[src/design/ccv_pkg.sv]
`timescale 1ns / 1ps
package ccv_pkg;

  localparam int SUM_W = 20;
  localparam int NUM_W = 27;
  localparam int DIV_CNT_W = 5;
  localparam logic [7:0] CH_MAX = 8'd255;

  localparam logic [2:0] CFG_KERNEL_UPPER = 3'd0;
  localparam logic [2:0] CFG_KERNEL_LOWER = 3'd1;
  localparam logic [2:0] CFG_NORM = 3'd2;
  localparam logic [2:0] CFG_WIDTH = 3'd3;
  localparam logic [2:0] CFG_HEIGHT = 3'd4;

  typedef struct packed {
    logic [7:0] red;
    logic [7:0] green;
    logic [7:0] blue;
    logic [7:0] alpha;
  } pix_t;

  typedef struct packed {
    logic [7:0]  red;
    logic [7:0]  green;
    logic [7:0]  blue;
    logic [7:0]  alpha;
    logic [15:0] row;
    logic [9:0]  col;
    logic        last_of_run;
  } res_t;

  typedef enum logic [2:0] {
    ST_IDLE,
    ST_NEXT,
    ST_TAP,
    ST_LAST,
    ST_DIVGO,
    ST_DIV,
    ST_OUT
  } state_t;

  function automatic logic [1:0] inc3(input logic [1:0] m);
    return (m == 2'd2) ? 2'd0 : m + 2'd1;
  endfunction

  function automatic logic [1:0] dec3(input logic [1:0] m);
    return (m == 2'd0) ? 2'd2 : m - 2'd1;
  endfunction

  function automatic logic signed [7:0] coef(input logic [3:0] k, input logic [47:0] up,
                                             input logic [23:0] lo);
    logic signed [7:0] c;
    case (k)
      4'd0: c = up[7:0];
      4'd1: c = up[15:8];
      4'd2: c = up[23:16];
      4'd3: c = up[31:24];
      4'd4: c = up[39:32];
      4'd5: c = up[47:40];
      4'd6: c = lo[7:0];
      4'd7: c = lo[15:8];
      4'd8: c = lo[23:16];
      default: c = 8'sd0;
    endcase
    return c;
  endfunction

endpackage

[src/design/ccv_div.sv]
`timescale 1ns / 1ps
module ccv_div (
  input  logic                       clk,
  input  logic                       rst_n,
  input  logic                       start,
  input  logic [ccv_pkg::NUM_W-1:0]  num,
  input  logic [15:0]                den,
  output logic                       done,
  output logic [7:0]                 quo
);

  logic [15:0]                     rem_r;
  logic [ccv_pkg::NUM_W-1:0]       quo_r;
  logic [ccv_pkg::DIV_CNT_W-1:0]   cnt_r;
  logic                            busy_r;
  logic                            done_r;
  logic [16:0]                     shifted;
  logic                            take;

  assign shifted = {rem_r, quo_r[ccv_pkg::NUM_W-1]};
  assign take = shifted >= {1'b0, den};

  always_ff @(posedge clk) begin
    if (!rst_n) begin
      busy_r <= 1'b0;
      done_r <= 1'b0;
    end else if (start) begin
      busy_r <= 1'b1;
      done_r <= 1'b0;
    end else if (busy_r && cnt_r == '0) begin
      busy_r <= 1'b0;
      done_r <= 1'b1;
    end
  end

  always_ff @(posedge clk) begin
    if (start) begin
      rem_r <= '0;
      quo_r <= num;
      cnt_r <= ccv_pkg::DIV_CNT_W'(ccv_pkg::NUM_W - 1);
    end else if (busy_r) begin
      rem_r <= take ? 16'(shifted - {1'b0, den}) : shifted[15:0];
      quo_r <= {quo_r[ccv_pkg::NUM_W-2:0], take};
      cnt_r <= cnt_r - 1'b1;
    end
  end

  assign done = done_r;
  assign quo = (|quo_r[ccv_pkg::NUM_W-1:8]) ? ccv_pkg::CH_MAX : quo_r[7:0];

endmodule

[config.mk]
export PLATFORM = sky130hd
export DESIGN_NAME = ccv_div
export DESIGN_NICKNAME = d
export VERILOG_FILES = /design/src/design/ccv_pkg.sv /design/src/design/ccv_div.sv
export SDC_FILE = /design/constraint.sdc
export NUM_CORES = 1
export LEC_CHECK = 0
export BUFFER_PORTS_ARGS = -buffer_cell sky130_fd_sc_hd__buf_4
export CAP_MARGIN = 30
export CORE_ASPECT_RATIO = 0.75
export CORE_MARGIN = 2
export CORE_UTILIZATION = 50
export CTS_CLUSTER_DIAMETER = 30
export DETAILED_ROUTE_END_ITERATION = 10
export PLACE_DENSITY = 0.72
export SETUP_SLACK_MARGIN = 0.02
export SLEW_MARGIN = 25
export SYNTH_ARGS = -nofsm -noshare
export SYNTH_HDL_FRONTEND = slang
export SYNTH_SLANG_ARGS = --single-unit
export TNS_END_PERCENT = 1
[constraint.sdc]
create_clock -name clk -period 2.5 [get_ports clk]
set_input_delay 0 -clock clk [delete_from_list [all_inputs] [get_ports clk]]
set_output_delay 0 -clock clk [all_outputs]
set_load 0.01 [all_outputs]
[After elaboration in Yosys (flattened, before gate mapping)]
Cells that the tools add are included.
Cells by class
  add/sub/neg operators: 2
  multiplexer cells: 6
  equality and inequality tests: 0
  divide/modulo/power cells: 0
  reductions and logical operators: 6
  bitwise logic cells: 1
  $mul: 0
  magnitude comparators: 1
  shift-type cells: 0
Operators by type and width (count)
  $mux 27: 2
  $reduce_or 19->1: 1
  $ge 17x16->1: 1
  $mux 16: 1
  $sub 16x16->16: 1
  $mux 8: 1
  $logic_not 5->1: 1
  $sub 5x1->5 const B: 1
  $reduce_bool 2->1: 2
  $mux 1: 2
  $reduce_or 2->1: 1
  $logic_and 1x1->1: 1
  $not 1->1: 1
Storage, ports and cells
  memories: 0
  bits in writable memories: 0
  memory bits (read-only): 0
  bits in latches: 0
  word-level logic and storage cells: 21
  input port bits: 46
  bits in registers: 50

[Logic depth before layout (Yosys ltp)]
Gate-level depths: netlist of the first run.
  word-level depth: 4
  gate-level depth with buffers: 9
  depth with buffers taken out: 9

[Worst setup path before layout of the first run]
OpenSTA, ideal clock, no wires.
  path kind: register -> register
  start: register rem_r[5]
  end: register rem_r[13]
  cell stages (with the launch flop): 8
  required time: 2412 ps
  setup slack: 317 ps
  buffers on the path: 0
  setup time: 88 ps
  data arrival time: 2094 ps
  cell sequence: dfxtp_1 ha_1 a21oi_2 o21bai_1 a41oi_2 a2111o_1 a211o_1 a311oi_2
On the way
  longest elaborated chain between the ends: 2
  elaborated cells between the ends (all ways): 3
  classes of those cells: 1 x add/sub; 1 x order compare; 1 x mux
RTL lines
  start, declared: line ccv_div.sv:12  | logic [15:0] rem_r;
  start signal, assigned: line ccv_div.sv:42  | rem_r <= take ? 16'(shifted - {1'b0, den}) : shifted[15:0];
  $sub 16x16->16 or $ge 17x16->1 (tied branches): line ccv_div.sv:42, ccv_div.sv:21
  $mux 16 *: line ccv_div.sv:42
Every way passes the cells marked *; elsewhere a longest branch is shown, timed or not.
A chain may end at the register's enable or synchronous reset.

[Worst setup path after layout of the first run]
  start: register rem_r[5]
  end: register rem_r[11]
Same word-level chain as after synthesis.

==> results.md, run 1 <==
Yosys:
- Summed over all instances, the cell type with the most area after synthesis is sky130_fd_sc_hd__edfxtp_1.
- The post-synthesis net count is 408.
- The share of the yosys chip area belonging to registers is 38.9%.
- The most frequently used flop master after synthesis is sky130_fd_sc_hd__edfxtp_1.
- The number of warnings issued by yosys is 0.
- Synthesis produced a netlist whose cell count is 344.
- By count the netlist is led by sky130_fd_sc_hd__nor2_1, sky130_fd_sc_hd__edfxtp_1, sky130_fd_sc_hd__mux2_2.
- The count of unique library cells instantiated by Yosys is 53.
- The area share of the largest cell type after synthesis is 24.8%.
- Ranked by total cell area, the synthesized netlist is headed by sky130_fd_sc_hd__edfxtp_1, sky130_fd_sc_hd__dfxtp_1, sky130_fd_sc_hd__mux2_2.
- The average footprint of a synthesized cell is 9.50 um2.
- Yosys instantiated no cell more often than sky130_fd_sc_hd__nor2_1.
- In this run, synthesis inferred 27 flip-flops with an integrated enable.
- The cell area after technology mapping is 3270 um2.
- After synthesis, the share of flip-flops with an asynchronous set or reset is 0%.
- Counting flops and latches in the post-synthesis netlist gives 50.

Setup path:
- The required arrival time at the worst endpoint is 2700 ps.
- The gate family responsible for the most delay along the worst path is compound AO/OA/AOI/OAI gates.
- Measured in cells, the most critical reg-to-reg path has a length of 8.
- At the worst endpoint, the arrival time is 2610 ps.
- The maximum fanout along the worst path is 4.
- The delay contributed by the slowest stage of the critical path is 470 ps.
- Together, buffers and inverters on the worst path number 1.
- The largest individual stage delay along the critical path comes from the cell sky130_fd_sc_hd__a2111oi_4.
- The worst setup path is captured at a flop.
- By startpoint and endpoint, the worst setup path is classified as reg -> reg.
- The number of cells on the critical path is 8.
- STA classifies the critical path startpoint as a flop.
- The signal on the critical path passes through ha_2, nand2_1, nor2_2, a41oi_2, a2111oi_4, buf_4, o22ai_1, a311oi_1.

Routing:
- The wire length on met3 is 381 um.
- The detail-routed net length per standard cell is 15.1 um.
- Wire segments on met2 add up to 3580 um in the final route.
- Routed signal wires occupy layers up through met4.
- For this block, wires on met1 add up to 3690 um.
- The DRC marker count from the first detailed-route iteration is 134.
- Using the TritonRoute via totals, the vias-per-cell ratio works out to 5.69.
- After detailed routing, the total wire length is 7700 um.
- After detailed routing, the number of remaining DRC violations is 0.
- The first detailed-routing pass ran for 5 iterations.
- The remaining antenna violation count after routing is 0.
- For this block, the via count after detailed routing is 2909.

CTS:
- Clock tree synthesis selected as its root buffer the cell sky130_fd_sc_hd__clkbuf_8.
- The H-tree was split into 2 levels.
- CTS saw 50 sinks.
- TritonCTS built the clock tree.
- Buffers inserted during clock tree synthesis total 5.
- The worst-skew pair later-pin latency is 300 ps.
- The clock transition time at the flip-flop clock pins of the worst setup and hold paths is 100 ps.
- The largest buffer count on any clock path is 2.

Die:
- The starting utilization of the core area is 51.7%.
- The die is 74.0 um tall.
- The area of the die is 7210 um2.
- For this design the top-level I/O count stands at 55.
- The number of core rows is 25.
- The core footprint is 6320 um2.
- The x dimension of the die is 97.4 um.

Layout:
- The filler-free cell count of the finished design is 511.
- The area added between synthesis and finish is 28.8%.
- The final core utilization is 66.6%.
- The final antenna diode count is 0.
- At the end of the flow, the number of nets in the layout was 493.
- The final-layout fill cell count is 507.
- The post-route netlist has 27.4% of its cells at a drive strength greater than 1.

STA:
- The fraction of the cycle the final worst path needs is 96.4%.
- Subtracting the final worst setup slack from the clock period gives 2410 ps.
- The worst-case headroom to the max-slew limit is 55.8%.
- The count of pins over their slew limit is 0.
- The fmax is 0.415 GHz.
- On the final layout, the worst hold slack is 16.3 ps.
- The maximum clock skew at final layout is 8.41 ps.
- The final setup slack of the worst path is 91.0 ps.
- The slew at the pin closest to its max-slew limit is 663 ps.
- In the final timing run, aggregate negative setup slack is 0 ps.
- The final-report setup violation count is 0.
- The final hold violation count is 0.

Global routing:
- The via count of the first global-routing pass is 2713.
- The wire length of the first global-routing pass is 12700 um.
- The initial antenna violation count is 0.
- The largest net degree at the start of global routing is 56.
- The global-route usage over all layers is 21.9%.
- The global route total overflow is 0.

Power and ir drop:
- The peak ir drop on the vdd network is 0.000254 V.
- Power spread over the standard cell area amounts to 499 nW/um2.
- The reported leakage power is 1.73 nW.

Placed design:
- The final weighted congestion in routability-driven placement is 0.850.
- The estimated wirelength of the detail-placed design is 5340 um.
- The cell total after placement is 472.
- Buffers placed on the I/O ports in this run total 54.
- Timing analysis after detailed placement gives a worst setup slack of 80.5 ps.

Status:
- The flow ran to the end, and the final reports show no timing, DRC or antenna violations.

Worst hold path:
- The path category of the worst min-delay check is in -> reg.
- Along the worst hold path, the cell count comes to 2.

Job:
- The number of violations of the max-capacitance limit is 0.
stage by stage:
stage	power, mW	area (um2)
final	2.10	4210
after global routing	2.23	4210
after CTS	2.09	4110
after detailed placement	1.59	3780
after global placement	1.58	3780
after floorplan	1.42	3270
registers in the layout (all words and copies together) (netlist names):
register / count
busy_r: 1
cnt_r: 5
done: 1
quo_r: 27
rem_r: 16
layout make-up:
type / count / area, um2 / area share [%]
Tap cell: 81 / 101 / 2.41
Timing Repair Buffer: 95 / 782 / 18.6
Clock buffer: 5 / 68.8 / 1.64
Multi-Input combinational cell: 252 / 1870 / 44.4
Clock inverter: 3 / 21.3 / 0.506
Sequential cell: 50 / 1270 / 30.2
Inverter: 25 / 93.8 / 2.23
final timing paths:
kind / end / from / slack, ps
worst max-delay path: rem_r[11] / rem_r[5] / 90
worst min-delay path: quo_r[18] / num[18] / 20
worst max register to register: rem_r[11] / rem_r[5] / 90
worst min register to register: done / done / 450
power by group:
part           internal (mW)  switching, mW
Sequential             0.956         0.0576
Combinational          0.306          0.311
Clock                  0.197          0.274
metal layers:
metal	global-route usage, %	up-vias
met5	0	-
met4	5.56	0
met3	4.42	4
met2	34.6	80
met1	31.5	1373
li1	-	1452
kinds of logic (layout without fill, tap and decap cells):
kind of cell / count (synthesis) / count (layout) / synth area share, %
buffers and inverters: 42 / 128 / 4.98
AOI/OAI and AO/OA: 84 / 84 / 18.7
muxes: 30 / 30 / 10.2
adders and majority gates: 18 / 18 / 7.12
DFF: 50 / 50 / 38.9
and+or+nand+nor: 109 / 109 / 17.2
xor gates and xnor gates: 11 / 11 / 2.95
layout by cell type, fill, tap and decap left out, types with 4 or more instances in the layout:
cell                             n
sky130_fd_sc_hd__a21o_1          4
sky130_fd_sc_hd__nor4_1          7
sky130_fd_sc_hd__dfxtp_1        23
sky130_fd_sc_hd__nand2_1        17
sky130_fd_sc_hd__xnor2_1         7
sky130_fd_sc_hd__nand4_1         5
sky130_fd_sc_hd__ha_1           13
sky130_fd_sc_hd__buf_4          68
sky130_fd_sc_hd__nand2b_1       17
sky130_fd_sc_hd__a31oi_1         5
sky130_fd_sc_hd__o21ai_1         8
sky130_fd_sc_hd__clkbuf_8        5
sky130_fd_sc_hd__a21oi_1        17
sky130_fd_sc_hd__nand3_1        14
sky130_fd_sc_hd__mux2_2         27
sky130_fd_sc_hd__xor2_1          4
sky130_fd_sc_hd__o21ai_0         8
sky130_fd_sc_hd__a311oi_1       11
sky130_fd_sc_hd__dlygate4sd3_1  26
sky130_fd_sc_hd__edfxtp_1       27
sky130_fd_sc_hd__inv_1          25
sky130_fd_sc_hd__nor2_1         28
sky130_fd_sc_hd__nor2b_1         5
sky130_fd_sc_hd__and3_1          4
timing repair:
action,CTS,global route
hold buffers,24,2
gates resized for setup,0,9
setup endpoints to repair,0,13
setup buffers,0,5
hold endpoints to repair,25,2
Note: power is estimated with default switching activity, not from simulation.
==> inputs of run 2 (changes only) <==
==> constraint.sdc (replaced) <==
create_clock -name clk -period 2.5 [get_ports clk]
set_input_delay 0.25 -clock clk [delete_from_list [all_inputs] [get_ports clk]]
set_output_delay 0.25 -clock clk [all_outputs]
set_load 0.01 [all_outputs]
==> results.md, run 2 (same netlist as run 1, synthesis figures left out) <==
CTS:
- The worst-skew pair later-pin latency is 300 ps (about the same).
- The TritonCTS clock tree is yes.
- The root buffer selected by CTS is sky130_fd_sc_hd__clkbuf_8.
- The number of buffers added by the clock tree synthesis step is 5 (unchanged).
- The number of sinks on the clock net was 50 (unchanged).
- The H-tree depth is 2 (unchanged).
- The clock transition time at the flip-flop clock pins of the worst setup and hold paths came to 100 ps (about the same).
- The largest buffer count on any clock path came to 2 (unchanged).

Routing:
- The detailed-router iteration count before antenna repair is 4 (-1).
- The DRC marker count from the first detailed-route iteration is 159 (+19%).
- The detail-routed net length per standard cell is 15.3 um (+1.5%).
- The number of vias in the routed layout is 2753 (-5.4%).
- The wire length reported by the detailed router is 7390 um (-4.1%).
- The remaining antenna violation count after routing is 0 (unchanged).
- The via count normalized by instance count was 5.70 (+0.12%).
- The DRC violation count after routing is 0 (unchanged).

Power and ir drop:
- The peak ir drop on the vdd network is 0.000251 V (-1.0%).
- The switching power of the nets is 648 uW (+0.80%).
- The overall power came to 2.09 mW (-0.58%).
- The switching share of power came to 31.0% (+0.43 points).
- The sequential fraction of design power is 48.4% (+0.2 points).
- The total power divided by cell area is 529 nW/um2 (+5.9%).
- The part of the total power dissipated in the clock network is 22.8% (+0.4 points).
- The reported leakage power is 1.62 nW (-6.7%).
- The internal power of the cells is 1.44 mW (-1.2%).
- The power share of the combinational group is 28.7% (-0.6 points).

Setup path:
- The required arrival time at the worst endpoint is 2690 ps (about the same).
- The data arrival time at the worst-slack endpoint came to 2580 ps (-30 ps).
- The critical path endpoint category is a flop.
- The slack of the worst reg-to-reg path is 100 ps (about the same).
- The classification of the worst setup path is reg -> reg.
- The maximum fanout along the worst path is 5 (+1).
- The worst setup path is launched from a flop.

Layout:
- The number of flip-flops in the largest register is 27 (unchanged).
- The final-layout fill cell count was 547 (+7.9%).
- The library cells used most frequently in the layout, excluding fill and tap cells, are sky130_fd_sc_hd__buf_4, sky130_fd_sc_hd__nor2_1, sky130_fd_sc_hd__mux2_2, sky130_fd_sc_hd__edfxtp_1, sky130_fd_sc_hd__inv_1.
- The filler-free cell count of the finished design came to 483 (-5.5%).
- The final net count was 465 (-5.7%).
- The final antenna diode count is 0 (unchanged).
- The fraction of layout instances using a drive strength above 1 is 29.6% (+2.2 points).
- The final core utilization is 62.5% (-4.1 points).
- The area added between synthesis and finish is 20.9%.
- The largest registers in the layout are quo_r: 27 flops, rem_r: 16 flops, cnt_r: 5 flops.
- The final design instance area without fill is 3950 um2 (-6.1%).
- The most common cell after layout, fill and taps aside is sky130_fd_sc_hd__buf_4.
- Counting flops per register, the top entry is quo_r.

STA:
- The fmax is 0.417 GHz (+0.47%).
- The final setup slack of the worst path is 102 ps (+11.3 ps).
- The setup TNS is 0 ps (unchanged).
- The final hold violation count is 0 (unchanged).
- The minimum hold slack is 176 ps (+160 ps).
- The post-route minimum period is 2400 ps (-11.3 ps).
- The final-report setup violation count came to 0 (unchanged).
- Setup repair after global routing could not meet its margin everywhere.
- The worst-case headroom to the max-slew limit came to 55.8% (about the same).
- The fraction of the cycle the final worst path needs was 95.9% (-0.45 points).
- The maximum clock skew at final layout is 10.3 ps (+1.88 ps).
- The slew at the pin closest to its max-slew limit is 662 ps (-0.166 ps).
- The count of pins over their slew limit came to 0 (unchanged).

Die:
- The starting utilization of the core area is 51.7% (unchanged).
- The area of the die is 7210 um2 (unchanged).
- The core footprint was 6320 um2 (unchanged).
- The x dimension of the die is 97.4 um (unchanged).
- The die boundary height is 74.0 um (unchanged).
- The number of ports placed on the die boundary is 55 (unchanged).
- The number of core rows came to 25 (unchanged).

Worst hold path:
- The path class of the tightest hold or removal check is in -> reg.

Status:
- The flow ran to the end, and the final reports show no timing, DRC or antenna violations.

Global routing:
- The global-route usage over all layers is 20.2% (-1.7 points).
- The global route total overflow is 0 (unchanged).
- The largest net degree at the start of global routing came to 34 (-39%).
- The initial antenna violation count is 0 (unchanged).
- The wire length of the first global-routing pass is 11800 um (-7.3%).
- The via count of the first global-routing pass is 2551 (-6.0%).

Placed design:
- The placed standard-cell area was 3810 um2 (+0.73%).
- The estimated wirelength of the detail-placed design is 5470 um (+2.3%).
- The cell total after placement is 474 (+0.42%).
- The number of input and output port buffers inserted is 54 (unchanged).
- The final weighted congestion in routability-driven placement came to 0.906 (+6.6%).
- The worst slack at placement came to -47.1 ps (-128 ps).

Job:
- The number of violations of the max-capacitance limit was 0 (unchanged).
[run 2: cell types whose count changed in the layout (fill, tap and decap cells not counted), sizes merged]
cell	before	now
dlygate4sd3	26	0
buf	69	67
[run 2: cell type report]
| class | instances | area [um2] | area share, % |
|---|---|---|---|
| Tap cell | 81 | 101 | 2.57 |
| Clock buffer | 5 | 68.8 | 1.74 |
| Multi-Input combinational cell | 252 | 1870 | 47.4 |
| Inverter | 25 | 93.8 | 2.38 |
| Timing Repair Buffer | 67 | 519 | 13.1 |
| Clock inverter | 3 | 21.3 | 0.538 |
| Sequential cell | 50 | 1270 | 32.2 |
[run 2: power groups by stage]
stage / Clock [mW] / Sequential (mW) / Combinational, mW
2_1_floorplan: 0 / 1.01 / 0.416
3_3_place_gp: 0 / 1.03 / 0.568
3_5_place_dp: 0 / 1.03 / 0.579
4_1_cts: 0.486 / 1.01 / 0.585
5_1_grt: 0.516 / 1.02 / 0.667
6_report: 0.477 / 1.01 / 0.600
[run 2: timing repair]
action                                  4_1_cts  5_1_grt
pin swaps                                     0        4
resized for setup                             2       10
buffers inserted                              0        1
endpoints found under the setup margin       10       12
hold buffers                                  0        0
[run 2: layer usage]
layer  share of wire [%]  global-route usage, %
met2                  46                   34.0
met1                  48                   28.6
met5                   0                      0
met4                0.80                   3.40
met3                 5.4                   3.38
[run 2: path summary, 6_finish.rpt]
kind | end | start | cells after the start
worst min register to register | done | done | 2
worst min-delay path | busy_r | rst_n | 2
worst max register to register | rem_r[15] | rem_r[11] | 7
worst max-delay path | rem_r[15] | rem_r[11] | 7
[run 2: critical path: stages (launching register included)]
cell and delay (ps):
sky130_fd_sc_hd__dfxtp_1 420, sky130_fd_sc_hd__ha_1 310, sky130_fd_sc_hd__a21oi_1 340, sky130_fd_sc_hd__nor2_1 70, sky130_fd_sc_hd__a2111oi_0 460, sky130_fd_sc_hd__a31oi_1 170
sky130_fd_sc_hd__xor2_1 180, sky130_fd_sc_hd__a311o_1 350
==> inputs of run 3 (changes only) <==
--- a/config.mk
+++ b/config.mk
@@ -14,7 +14,7 @@
 export DETAILED_ROUTE_END_ITERATION = 10
 export PLACE_DENSITY = 0.72
 export SETUP_SLACK_MARGIN = 0.02
-export SLEW_MARGIN = 25
+export SLEW_MARGIN = 15
 export SYNTH_ARGS = -nofsm -noshare
 export SYNTH_HDL_FRONTEND = slang
 export SYNTH_SLANG_ARGS = --single-unit
==> constraint.sdc (replaced) <==
create_clock -name clk -period 2.95 [get_ports clk]
set_input_delay 0.295 -clock clk [delete_from_list [all_inputs] [get_ports clk]]
set_output_delay 0.295 -clock clk [all_outputs]
set_load 0.01 [all_outputs]
==> results.md, run 3 (same netlist as run 1, synthesis figures left out) <==
Status:
- The flow ran to the end, and the final reports show no timing, DRC or antenna violations.

Global routing:
- The largest net degree at the start of global routing was 56 (+65%).
- The met1 track demand over resource came to 28.8% (+0.21 points).
- The global-route usage over all layers is 19.4% (-0.80 points).
- The global route total overflow is 0 (unchanged).
- After global routing, the most crowded layer is met2.
- The met3 layer usage reported by global route is 4.14% (+0.75 points).
- The met2 capacity usage during global routing is 29.8% (-4.2 points).
- The wire length of the first global-routing pass is 11500 um (-2.8%).
- The via count of the first global-routing pass came to 2478 (-2.9%).
- The initial antenna violation count is 0 (unchanged).

Job:
- The number of violations of the max-capacitance limit came to 0 (unchanged).

Setup path:
- The worst setup path startpoint is rem_r[7].
- The buffering stage count on the worst path with inverters included is 1 (+1).
- The required arrival time at the worst endpoint is 3170 ps (+480 ps).
- The kind of start point of the critical path is a flop.
- The gate family responsible for the most delay along the worst path is compound AO/OA/AOI/OAI gates.
- The reg-to-reg startpoint is rem_r[7].
- The data arrival time at the worst-slack endpoint came to 2750 ps (+170 ps).
- The delay contributed by the slowest stage of the critical path is 510 ps (+50 ps).
- Traced cell by cell, the critical path runs through ha_1, nand2_2, o21bai_1, a41oi_2, a2111oi_4, buf_4, o22ai_1, a311oi_1.
- STA classifies the critical path endpoint as a flop.
- The critical path is of the reg -> reg type.
- The maximum fanout along the worst path is 9 (+4).
- The slowest library cell on the worst path is sky130_fd_sc_hd__a2111oi_4.

STA:
- The setup TNS was 0 ps (unchanged).
- The maximum clock skew at final layout is 3.85 ps (-6.44 ps).
- The post-route minimum period was 2530 ps (+133 ps).
- The minimum hold slack was 211 ps (+35.4 ps).
- The slew at the pin closest to its max-slew limit is 871 ps (+209 ps).
- The final setup slack of the worst path is 419 ps (+317 ps).
- The fraction of the cycle the final worst path needs is 85.8% (-10 points).
- The count of pins over their slew limit is 0 (unchanged).
- The fmax is 0.395 GHz (-5.3%).
- The final-report setup violation count was 0 (unchanged).
- Setup repair after global routing left no endpoint under its margin.
- The final hold violation count is 0 (unchanged).
- The worst-case headroom to the max-slew limit is 41.5% (-14 points).

Die:
- The starting utilization of the core area is 51.7% (unchanged).
- The die boundary height is 74.0 um (unchanged).
- The area of the die came to 7210 um2 (unchanged).
- The x dimension of the die came to 97.4 um (unchanged).
- The number of ports placed on the die boundary is 55 (unchanged).
- The number of core rows is 25 (unchanged).
- The core footprint is 6320 um2 (unchanged).

CTS:
- The count of cells resized by post-cts repair came to 0 (-2).
- The largest buffer count on any clock path is 2 (unchanged).
- The worst-skew pair later-pin latency is 300 ps (about the same).
- The TritonCTS clock tree is yes.
- The H-tree depth is 2 (unchanged).
- The number of buffers added by the clock tree synthesis step is 5 (unchanged).
- The post-cts hold buffer count is 0 (unchanged).
- The clock transition time at the flip-flop clock pins of the worst setup and hold paths is 90 ps (about the same).
- The tree is rooted in a sky130_fd_sc_hd__clkbuf_8.
- The buffers inserted during post-CTS setup optimization is 0 (unchanged).
- The number of sinks on the clock net is 50 (unchanged).

Layout:
- The final design instance area without fill is 3850 um2 (-2.5%).
- The number of flip-flops in the largest register is 27 (unchanged).
- The final antenna diode count is 0 (unchanged).
- The top register by number of flip-flops is quo_r.
- Compared with the post-synthesis result, the final layout area differs by 17.8%.
- The area taken by flip-flops and latches is 1270 um2 (about the same).
- The final net count is 457 (-1.7%).
- Leaving out fill and tap cells, the most frequent cells in the layout are sky130_fd_sc_hd__buf_4, sky130_fd_sc_hd__nor2_1, sky130_fd_sc_hd__mux2_2, sky130_fd_sc_hd__edfxtp_1, sky130_fd_sc_hd__inv_1.
- The largest registers in the layout are quo_r: 27 flops, rem_r: 16 flops, cnt_r: 5 flops.
- The filler-free cell count of the finished design is 475 (-1.7%).
- The most common cell after layout, fill and taps aside is sky130_fd_sc_hd__buf_4.
- The fraction of layout instances using a drive strength above 1 is 25.4% (-4.2 points).
- The multi-input gate area in the final layout is 1830 um2 (-2.1%).
- The final-layout fill cell count is 526 (-3.8%).

Routing:
- The remaining antenna violation count after routing came to 0 (unchanged).
- The detail-routed net length per standard cell is 15.0 um (-2.2%).
- The number of vias in the routed layout is 2736 (-0.62%).
- The DRC marker count from the first detailed-route iteration was 141 (-11%).
- The detailed-router iteration count before antenna repair is 5 (+1).
- The wire length reported by the detailed router was 7110 um (-3.8%).
- The via count normalized by instance count is 5.76 (+1.1%).
- The DRC violation count after routing is 0 (unchanged).

Placed design:
- The placed standard-cell area came to 3740 um2 (-1.7%).
- The cell total after placement is 467 (-1.5%).
- The final weighted congestion in routability-driven placement was 0.894 (-1.3%).
- The estimated wirelength of the detail-placed design is 5240 um (-4.1%).
- The number of input and output port buffers inserted came to 54 (unchanged).
- The worst slack at placement is 375 ps (+422 ps).

Power and ir drop:
- The reported leakage power is 1.58 nW (-2.4%).
- The total power divided by cell area was 471 nW/um2 (-11%).
- The peak ir drop on the vdd network is 0.000282 V (+12%).

Worst hold path:
- The path category of the worst min-delay check is in -> reg.
- The start point of the worst min-delay path is rst_n.
[run 3: changes by cell type in the layout (fill, tap and decap cells not counted), sizes merged]
cell | previous run | this run
buf | 67 | 59
clkbuf | 5 | 7
clkinv | 2 | 0
bufinv | 0 | 1
clkinvlp | 1 | 0
[run 3: area by class of cell]
class	count	area share (%)
inverters	25	2.44
repair buffers	59	11.5
well taps	81	2.63
clock inverters	1	0.780
multi-input cells	252	47.6
clock buffers	7	1.98
flip-flops and latches	50	33.0
[run 3: path summary, 6_finish.rpt]
kind / depth (start not counted) / slack (ps) / to
setup reg to reg: 8 / 420 / rem_r[7]
setup / recovery: 8 / 420 / rem_r[7]
hold / removal: 2 / 210 / busy_r
hold reg to reg: 2 / 460 / done
[run 3: worst register-to-register path, delay by kind of cell, from the launching register on]
| kind | cells | cell delay [ps] |
|---|---|---|
| compound gates | 5 | 1330 |
| buf+inv | 1 | 240 |
| flops | 1 | 370 |
| fa+ha+maj | 1 | 410 |
| simple gates | 1 | 90 |
[run 3: through the flow]
stage          total power, mW  utilization, %
4_1_cts                   1.81            60.9
3_3_place_gp              1.33            59.2
5_1_grt                   1.91            60.9
6_report                  1.81            60.9
3_5_place_dp              1.34            59.2
2_1_floorplan             1.21               -
[run 3: report_power, final]
part / switching [mW] / internal (mW)
clock network: 0.227 / 0.254
logic: 0.256 / 0.222
registers: 0.0433 / 0.810
[run 3: metal layers]
layer | vias to the layer above | part of all wire (%)
li1 | 1370 | -
met1 | 1274 | 49
met2 | 83 | 45
met3 | 9 | 5.1
met4 | 0 | 0.91
met5 | - | 0
